===== src/hw/rtl/assert_macros.svh =====
// assertion helpers shared by the rtl
`ifndef ASSERT_MACROS_SVH
`define ASSERT_MACROS_SVH

// property holds at every edge outside reset
`define ASSERT_ALWAYS(lbl, clk, rst, expr) \
   lbl: assert property (@(posedge clk) disable iff (rst) (expr)) \
      else $error("assertion failed: expr");

// antecedent implies consequent in the same cycle
`define ASSERT_IMPLIES(lbl, clk, rst, ante, cons) \
   lbl: assert property (@(posedge clk) disable iff (rst) (ante) |-> (cons)) \
      else $error("assertion failed: ante |-> cons");

// antecedent implies consequent in the next cycle
`define ASSERT_NEXT(lbl, clk, rst, ante, cons) \
   lbl: assert property (@(posedge clk) disable iff (rst) (ante) |=> (cons)) \
      else $error("assertion failed: ante |=> cons");

`endif


===== src/hw/rtl/csbr_pkg.sv =====
package csbr_pkg;

   localparam int FRAMES_DEFAULT = 64;
   localparam int KEY_BITS       = 32;
   localparam int CAP_W          = 3;
   localparam int ROUND_W        = CAP_W + 1;
   localparam int FRAME_PORT_W   = 6;
   localparam int STATUS_W       = 2;
   localparam int FUNC_W         = 2;
   localparam int CSR_ADDR_W     = 2;
   localparam int CSR_DATA_W     = 32;

   localparam logic [CAP_W-1:0] CAP_RESET = 3'd5;

   typedef enum logic [FUNC_W-1:0] {
      FUNC_FETCH  = 2'd0,
      FUNC_INSERT = 2'd1,
      FUNC_UNLOCK = 2'd2,
      FUNC_UNUSED = 2'd3
   } func_type;

   typedef enum logic [STATUS_W-1:0] {
      ST_HIT       = 2'd0,
      ST_NOT_FOUND = 2'd1,
      ST_INSERTED  = 2'd2,
      ST_NO_FRAME  = 2'd3
   } status_type;

   typedef struct packed {
      logic             pinned;
      logic [CAP_W-1:0] count;
   } meta_type;

   typedef enum logic [4:0] {
      S_IDLE  = 5'b00001,
      S_SCAN  = 5'b00010,
      S_MISS  = 5'b00100,
      S_SW_RD = 5'b01000,
      S_SW_EV = 5'b10000
   } state_type;

endpackage


===== src/hw/rtl/clock_sweep_buffer_replacer_top.sv =====
// func 3 answers straight from idle without a lookup; a lookup reads one key per cycle
//   from frame 0 upward and stops at the first hit or after the last filled frame
// throughput: one item at a time, busy stays high until the result strobe; func 3 never raises busy
// an insert into a full table sweeps frames from the hand, each a meta read then a write back,
//   for at most usage_cap+1 rounds after the lookup before it gives up
// reset: synchronous, clears fill count, hand, state and result strobe, usage_cap to 5; no receiver stall
module clock_sweep_buffer_replacer_top #(
   parameter int FRAMES = csbr_pkg::FRAMES_DEFAULT
) (
   input  logic                                clock,
   input  logic                                reset,
   // command side
   input  logic                                start,
   output logic                                busy,
   input  logic [csbr_pkg::FUNC_W-1:0]         req_func,
   input  logic [csbr_pkg::KEY_BITS-1:0]       req_key,
   // result side
   output logic                                rsp_strobe,
   output logic [csbr_pkg::STATUS_W-1:0]       rsp_status,
   output logic [csbr_pkg::FRAME_PORT_W-1:0]   rsp_frame,
   output logic                                rsp_evicted,
   output logic [csbr_pkg::KEY_BITS-1:0]       rsp_evicted_key,
   // register port
   input  logic                                psel,
   input  logic                                penable,
   input  logic                                pwrite,
   input  logic [csbr_pkg::CSR_ADDR_W-1:0]     paddr,
   input  logic [csbr_pkg::CSR_DATA_W-1:0]     pwdata,
   output logic [csbr_pkg::CSR_DATA_W-1:0]     prdata,
   output logic                                pready
);
   import csbr_pkg::*;

`include "assert_macros.svh"

   localparam int IW     = (FRAMES > 1) ? $clog2(FRAMES) : 1;
   localparam int FILL_W = IW + 1;
   localparam logic [FILL_W-1:0] FILL_FULL  = FILL_W'(FRAMES);
   localparam logic [IW-1:0]     LAST_FRAME = IW'(FRAMES - 1);

   // frame store: key memory plus pinned/count memory, one synchronous read port and one write port each
   // frames fill from index 0 upward and never empty again, so frames below
   // fill_ff are exactly the valid ones and the memories need no clearing
   logic [KEY_BITS-1:0] key_mem [FRAMES];
   meta_type            meta_mem [FRAMES];
   logic [KEY_BITS-1:0] key_rdata_ff;
   meta_type            meta_rdata_ff;

   logic [IW-1:0]       rd_addr;
   logic [IW-1:0]       wr_addr;
   logic                key_we;
   logic                meta_we;
   meta_type            meta_wdata;

   // control state
   state_type           state_ff, state_in;
   logic [FILL_W-1:0]   fill_ff, fill_in;
   logic [IW-1:0]       hand_ff, hand_in;
   logic [IW-1:0]       origin_ff, origin_in;
   logic [ROUND_W-1:0]  rounds_ff, rounds_in;
   logic [IW-1:0]       scan_idx_ff, scan_idx_in;
   logic [CAP_W-1:0]    cap_ff, cap_in;

   // latched item
   logic [FUNC_W-1:0]   func_ff, func_in;
   logic [KEY_BITS-1:0] key_ff, key_in;

   // result register
   logic                rsp_strobe_ff, rsp_strobe_in;
   status_type          rsp_status_ff, rsp_status_in;
   logic [IW-1:0]       rsp_idx_ff, rsp_idx_in;
   logic                rsp_evicted_ff, rsp_evicted_in;
   logic [KEY_BITS-1:0] rsp_evkey_ff, rsp_evkey_in;

   logic [IW+FRAME_PORT_W-1:0] rsp_idx_ext;
   logic [FILL_W-1:0]          rsp_idx_wide;
   logic                       rsp_inserted;
   logic [FILL_W-1:0]          scan_next_cnt;
   logic [IW-1:0]              hand_nx;
   logic [ROUND_W-1:0]         rounds_nx;
   logic                       scan_hit;
   logic                       scan_last;
   logic                       csr_write;

   assign busy    = (state_ff != S_IDLE);
   assign pready  = 1'b1;
   assign prdata  = {{(CSR_DATA_W-CAP_W){1'b0}}, cap_ff};
   // only one register: every address lands on usage_cap
   assign csr_write = psel && penable && pwrite && pready;

   assign rsp_strobe      = rsp_strobe_ff;
   assign rsp_status      = rsp_status_ff;
   assign rsp_idx_ext     = {{FRAME_PORT_W{1'b0}}, rsp_idx_ff};
   assign rsp_frame       = rsp_idx_ext[FRAME_PORT_W-1:0];
   assign rsp_evicted     = rsp_evicted_ff;
   assign rsp_evicted_key = rsp_evkey_ff;
   assign rsp_idx_wide    = {1'b0, rsp_idx_ff};
   assign rsp_inserted    = rsp_strobe_ff && (rsp_status_ff == ST_INSERTED);

   // lookup compare against the entry read in the previous cycle
   assign scan_hit      = (key_rdata_ff == key_ff);
   assign scan_next_cnt = {1'b0, scan_idx_ff} + FILL_W'(1);
   assign scan_last     = (scan_next_cnt == fill_ff);

   // hand wraps at the table end; a round ends when it is back at the origin
   assign hand_nx   = (hand_ff == LAST_FRAME) ? '0 : hand_ff + IW'(1);
   assign rounds_nx = rounds_ff + ROUND_W'(hand_nx == origin_ff);

   // memories, read data registered
   always_ff @(posedge clock) begin
      if (key_we) begin
         key_mem[wr_addr] <= key_ff;
      end
      if (meta_we) begin
         meta_mem[wr_addr] <= meta_wdata;
      end
      key_rdata_ff  <= key_mem[rd_addr];
      meta_rdata_ff <= meta_mem[rd_addr];
   end

   always_comb begin
      state_in       = state_ff;
      fill_in        = fill_ff;
      hand_in        = hand_ff;
      origin_in      = origin_ff;
      rounds_in      = rounds_ff;
      scan_idx_in    = scan_idx_ff;
      cap_in         = csr_write ? pwdata[CAP_W-1:0] : cap_ff;
      func_in        = func_ff;
      key_in         = key_ff;
      rd_addr        = scan_idx_ff + IW'(1);
      wr_addr        = scan_idx_ff;
      key_we         = 1'b0;
      meta_we        = 1'b0;
      meta_wdata     = '0;
      rsp_strobe_in  = 1'b0;
      rsp_status_in  = ST_NOT_FOUND;
      rsp_idx_in     = '0;
      rsp_evicted_in = 1'b0;
      rsp_evkey_in   = '0;

      case (state_ff)
         S_IDLE: begin
            rd_addr = '0;
            if (start) begin
               func_in     = req_func;
               key_in      = req_key;
               scan_idx_in = '0;
               if (req_func == FUNC_UNUSED) begin
                  // unused code: answer not found, touch nothing
                  rsp_strobe_in = 1'b1;
               end else if (fill_ff == '0) begin
                  state_in = S_MISS;
               end else begin
                  state_in = S_SCAN;
               end
            end
         end

         S_SCAN: begin
            if (scan_hit) begin
               // read-modify-write of the hit frame's meta
               meta_we = 1'b1;
               if (func_ff == FUNC_UNLOCK) begin
                  meta_wdata.pinned = 1'b0;
                  meta_wdata.count  = meta_rdata_ff.count;
               end else begin
                  meta_wdata.pinned = 1'b1;
                  meta_wdata.count  = (meta_rdata_ff.count < cap_ff) ?
                                      meta_rdata_ff.count + CAP_W'(1) :
                                      meta_rdata_ff.count;
               end
               rsp_strobe_in = 1'b1;
               rsp_status_in = ST_HIT;
               rsp_idx_in    = scan_idx_ff;
               state_in      = S_IDLE;
            end else if (scan_last) begin
               state_in = S_MISS;
            end else begin
               scan_idx_in = scan_idx_ff + IW'(1);
            end
         end

         S_MISS: begin
            if (func_ff != FUNC_INSERT) begin
               rsp_strobe_in = 1'b1;
               state_in      = S_IDLE;
            end else if (fill_ff != FILL_FULL) begin
               // lowest empty frame is the fill point
               wr_addr           = fill_ff[IW-1:0];
               key_we            = 1'b1;
               meta_we           = 1'b1;
               meta_wdata.pinned = 1'b1;
               meta_wdata.count  = CAP_W'(1);
               fill_in           = fill_ff + FILL_W'(1);
               rsp_strobe_in     = 1'b1;
               rsp_status_in     = ST_INSERTED;
               rsp_idx_in        = fill_ff[IW-1:0];
               state_in          = S_IDLE;
            end else begin
               origin_in = hand_ff;
               rounds_in = '0;
               state_in  = S_SW_RD;
            end
         end

         S_SW_RD: begin
            rd_addr  = hand_ff;
            state_in = S_SW_EV;
         end

         S_SW_EV: begin
            // write back lands before the next read, so no forwarding is needed
            wr_addr = hand_ff;
            hand_in = hand_nx;
            if (!meta_rdata_ff.pinned && (meta_rdata_ff.count == '0)) begin
               key_we            = 1'b1;
               meta_we           = 1'b1;
               meta_wdata.pinned = 1'b1;
               meta_wdata.count  = CAP_W'(1);
               rsp_strobe_in     = 1'b1;
               rsp_status_in     = ST_INSERTED;
               rsp_idx_in        = hand_ff;
               rsp_evicted_in    = 1'b1;
               rsp_evkey_in      = key_rdata_ff;
               state_in          = S_IDLE;
            end else begin
               if (!meta_rdata_ff.pinned) begin
                  meta_we           = 1'b1;
                  meta_wdata.pinned = 1'b0;
                  meta_wdata.count  = meta_rdata_ff.count - CAP_W'(1);
               end
               if (rounds_nx > {1'b0, cap_ff}) begin
                  // every candidate stayed pinned or hot: give up
                  rsp_strobe_in = 1'b1;
                  rsp_status_in = ST_NO_FRAME;
                  state_in      = S_IDLE;
               end else begin
                  rounds_in = rounds_nx;
                  state_in  = S_SW_RD;
               end
            end
         end

         default: begin
            state_in = S_IDLE;
         end
      endcase
   end

   always_ff @(posedge clock) begin
      if (reset) begin
         state_ff      <= S_IDLE;
         fill_ff       <= '0;
         hand_ff       <= '0;
         cap_ff        <= CAP_RESET;
         rsp_strobe_ff <= 1'b0;
      end else begin
         state_ff      <= state_in;
         fill_ff       <= fill_in;
         hand_ff       <= hand_in;
         cap_ff        <= cap_in;
         rsp_strobe_ff <= rsp_strobe_in;
      end
   end

   // payload registers, no reset
   always_ff @(posedge clock) begin
      origin_ff      <= origin_in;
      rounds_ff      <= rounds_in;
      scan_idx_ff    <= scan_idx_in;
      func_ff        <= func_in;
      key_ff         <= key_in;
      rsp_status_ff  <= rsp_status_in;
      rsp_idx_ff     <= rsp_idx_in;
      rsp_evicted_ff <= rsp_evicted_in;
      rsp_evkey_ff   <= rsp_evkey_in;
   end

   // checks
   `ASSERT_ALWAYS(a_fill_bound, clock, reset, fill_ff <= FILL_FULL)
   `ASSERT_NEXT(a_accept_progress, clock, reset, start && !busy, busy || rsp_strobe_ff)
   `ASSERT_IMPLIES(a_insert_in_fill, clock, reset, rsp_inserted, rsp_idx_wide < fill_ff)
   `ASSERT_IMPLIES(a_evict_when_full, clock, reset, rsp_strobe_ff && rsp_evicted_ff, fill_ff == FILL_FULL)

endmodule

===== config.mk =====
export PLATFORM = sky130hd
export DESIGN_NAME = clock_sweep_buffer_replacer_top
export DESIGN_NICKNAME = d
export VERILOG_FILES = /design/src/hw/rtl/csbr_pkg.sv /design/src/hw/rtl/clock_sweep_buffer_replacer_top.sv
export VERILOG_INCLUDE_DIRS = /design/src /design/src/hw/rtl
export SDC_FILE = /design/constraint.sdc
export NUM_CORES = 2
export LEC_CHECK = 0
export BUFFER_PORTS_ARGS = -buffer_cell sky130_fd_sc_hd__buf_2
export CORE_UTILIZATION = 30
export DETAILED_ROUTE_END_ITERATION = 10
export GPL_ROUTABILITY_DRIVEN = 0
export PLACE_DENSITY_LB_ADDON = 0.25
export SLEW_MARGIN = 25
export SYNTH_ARGS = -nofsm -noshare
export SYNTH_HDL_FRONTEND = slang
export SYNTH_SLANG_ARGS = --single-unit

===== constraint.sdc =====
create_clock -name clock -period 10.04 [get_ports clock]
set_clock_uncertainty 0.1 [all_clocks]
set_input_delay 0 -clock clock [delete_from_list [all_inputs] [get_ports clock]]
set_output_delay 0 -clock clock [all_outputs]
set_load 0.02 [all_outputs]

==> qor.yml <==
final_hold_viol_count: 0
core_region_area_um2: 312000
dieArea_um2: 316000
hold_path.class: "primary input to register"
dp_hpwl_um: 157000
grt_max_degree: 111
end_kind: "register"
io_buffer_count: 88
syn_to_final_growth_pct: 17.1
detailroute.wirelength.met3_um: 21000
die_h_um: 562
die_w_um: 562
grt_pass1_vias: 48748
overflow: 0
arrival_ns: 6.31
maxCapViolCount: 0
slew_viol_final: 0
fmax_mhz: 168
antenna_found_initial: 18
cp_slowest_cell: "nor2b_1"
num_rows: 205
synth_seq_cells: 2453
post_drt_wl_per_cell_um: 29.9
internal-power_mw: 18.9
finalCritPeriodShare_pct: 59.3
power.leakage_nw: 34.9
peakVddDrop_mv: 0.158
routed.top_layer: "met4"
power.net_switching_mw: 7.20
io_pins: 150
finalSetupViolCount: 0
switching_share_pct: 27.6
synth.avg_cell_area_um2: 20.4
ys_dominant_reg_cell: "edfxtp_1"
tns_ns: 0
drive_gt1_share_pct: 25.6
postRouteAntennaNets: 0
final_nets: 5083
post-cts-setup-buffers: 0
synthesis.area_um2: 94200
path_cells: "or3_1 -> nor4_4 -> nand2_1 -> a31oi_1 -> nor2b_1 -> nand2_1 -> nor2_4 -> buf_4"
via_per_inst: 5.16
cts-root-buf: "clkbuf_16"
p_comb_share_pct: 17.4
insertion_delay_ns: 0.87
ys.warnings.count: 0
pwr_density_cell_nw_per_um2: 237
tritoncts: "yes"
first_pass_iters: 5
synth_edf_count: 2354
critPathMaxFanout: 21
critPathKind: "register to register"
synthCells: 4623
crit_top_cell: "nand2_1"
cts_resized: 0
drt_iter0_drc: 5850
num_vias: 48261
yosysUniqueCellTypes: 69
rsz0062_at_grt: "false"
required_ns: 10.39
cts_num_sinks: 2453
drcViolationCount: 0
grt_pass1_wl_um: 388000
seqPwrFrac_pct: 45.0
cts_buffers: 278
h-tree-depth: 5
worstMarginPinSlew_ns: 1.11
holdBufCountCts: 86
status: "finished, final reports clean"
clk_path_buf_depth: 4
ys_seq_area_share_pct: 77.2
clkSlewWorstSetupHoldPaths_ns: 0.06
wirelength_um: 280000
initial_core_util_pct: 30.2
fin_crit_ns: 5.96
async_reset_ff_share_pct: 0
wl_met1_um: 121000
final_core_util_pct: 35.3
grt_util_all_layers_pct: 17.5
start_kind: "register"
cp_slowest_stage_delay_ns: 0.75
pwr-share-clk_pct: 37.6
routed-wl-met2_um: 131000
slew_headroom_pct: 25.9
[Yosys cell counts, drive strengths merged, types with 4 or more instances]
library cell     n  share of area, %
a22oi          100              0.80
mux4           541                13
buf            129              0.95
and3           100              0.66
o32ai           31              0.29
nor2b            9             0.060
nor4             6             0.056
a21oi           84              0.45
nor3            45              0.24
ha              14              0.19
xor2            18              0.17
nand2          366               1.5
edfxtp        2354                75
o21ai           15             0.080
dfxtp           99               2.1
xnor2           40              0.37
a22o            98              0.91
and2            14             0.093
clkbuf         168              0.67
o31ai           38              0.39
inv             18             0.072
a32oi            4             0.037
nand3           42              0.22
nand4           16              0.11
nor2           165              0.66
mux2i            9             0.096
a221oi          32              0.30
nand2b           8             0.053
or3              6             0.040
[per-layer routing]
| metal | track usage, % | vias to the layer above |
|---|---|---|
| li1 | - | 19785 |
| met1 | 24.6 | 26246 |
| met2 | 27.8 | 1878 |
| met3 | 3.14 | 352 |
| met4 | 4.53 | 0 |
| met5 | 0 | - |
[power by group through the flow]
stage / registers, mW / logic (mW) / clock network [mW]
2_1_floorplan: 11.9 / 2.66 / 0
3_3_place_gp: 11.9 / 4.51 / 0
3_5_place_dp: 11.9 / 4.55 / 0
4_1_cts: 11.7 / 4.58 / 10.0
5_1_grt: 11.7 / 4.77 / 10.4
6_report: 11.7 / 4.53 / 9.81
[layout by cell type (no fill, tap or decap), types with 13 or more instances in the layout]
master	n
a22oi_1	98
xor2_1	18
o21ai_0	14
nand3_1	39
nor2_4	66
bufinv_16	15
edfxtp_1	2354
ha_1	14
nand2_1	366
clkbuf_1	61
dlygate4sd3_1	86
clkinv_1	41
conb_1	30
a22o_1	95
buf_2	88
nor3_1	36
and2_1	13
a21oi_1	84
nand4_1	16
o32ai_1	30
clkinv_2	45
clkbuf_16	288
nor2_1	98
dfxtp_1	99
xnor2_1	40
buf_4	175
a221oi_1	30
mux4_2	541
and3_1	99
inv_1	18
o31ai_2	19
o31ai_1	16
[registers in the layout, summed over array words and instances (netlist names)]
name             count
rsp_evicted_key     32
key_rdata_ff        32
func_ff              2
meta_rdata_ff        4
key_ff              32
origin_ff            6
rsp_status           2
meta_mem           256
fill_ff              7
state_ff             5
rsp_frame            6
rsp_evicted          1
rsp_strobe           1
key_mem           2048
scan_idx_ff          6
hand_ff              6
cap_ff               3
rounds_ff            4
[kinds of logic after synthesis]
family,after synthesis,synth area share [%]
flops,2453,77.2
simple gates,790,3.77
mux,553,13.1
compound gates,437,3.58
buf+inv,316,1.70
xor+xnor,58,0.539
fa+ha+maj,14,0.186
other cells,2,0.00797
[worst paths after layout]
kind / from / to / slack, ns / depth (start not counted)
setup / recovery: state_ff[0] / key_mem[13][8] / 4.08 / 8
hold / removal: start / func_ff[0] / 0.1 / 3
setup reg to reg: state_ff[0] / key_mem[13][8] / 4.08 / 8
hold reg to reg: fill_ff[1] / fill_ff[1] / 0.51 / 2
[worst max-delay path: cells and delay by family (launching register included)]
family | cells | cell delay (ns)
and+or+nand+nor | 6 | 3.83
AOI/OAI and AO/OA | 1 | 0.59
buffers and inverters | 1 | 0.55
DFF | 1 | 0.44
[through the flow]
stage | std cells | power, mW | worst slack (ns) | hold slack, ns | cell area (um^2)
after detailed placement | 8767 | 16.5 | 4.18 | 0.0781 | 101000
after floorplan | 4651 | 14.6 | 4.37 | -0.00113 | 94300
after global placement | 8766 | 16.5 | 4.17 | 0.0766 | 101000
final | 9351 | 26.1 | 4.08 | 0.0967 | 110000
after global routing | 9345 | 26.9 | 3.88 | 0.0771 | 110000
after CTS | 9342 | 26.3 | 4.13 | 0.0235 | 110000
[layout make-up]
class | count | area, um^2
Antenna cell | 7 | 17.5
Sequential cell | 2453 | 72700
Clock buffer | 358 | 7540
Multi-Input combinational cell | 1882 | 20800
Fill cell | 28959 | 202000
Inverter | 19 | 71.3
Tap cell | 4140 | 5180
Timing Repair Buffer | 361 | 2850
Clock inverter | 131 | 1200
No activity file was read; power rests on OpenSTA's default activity.
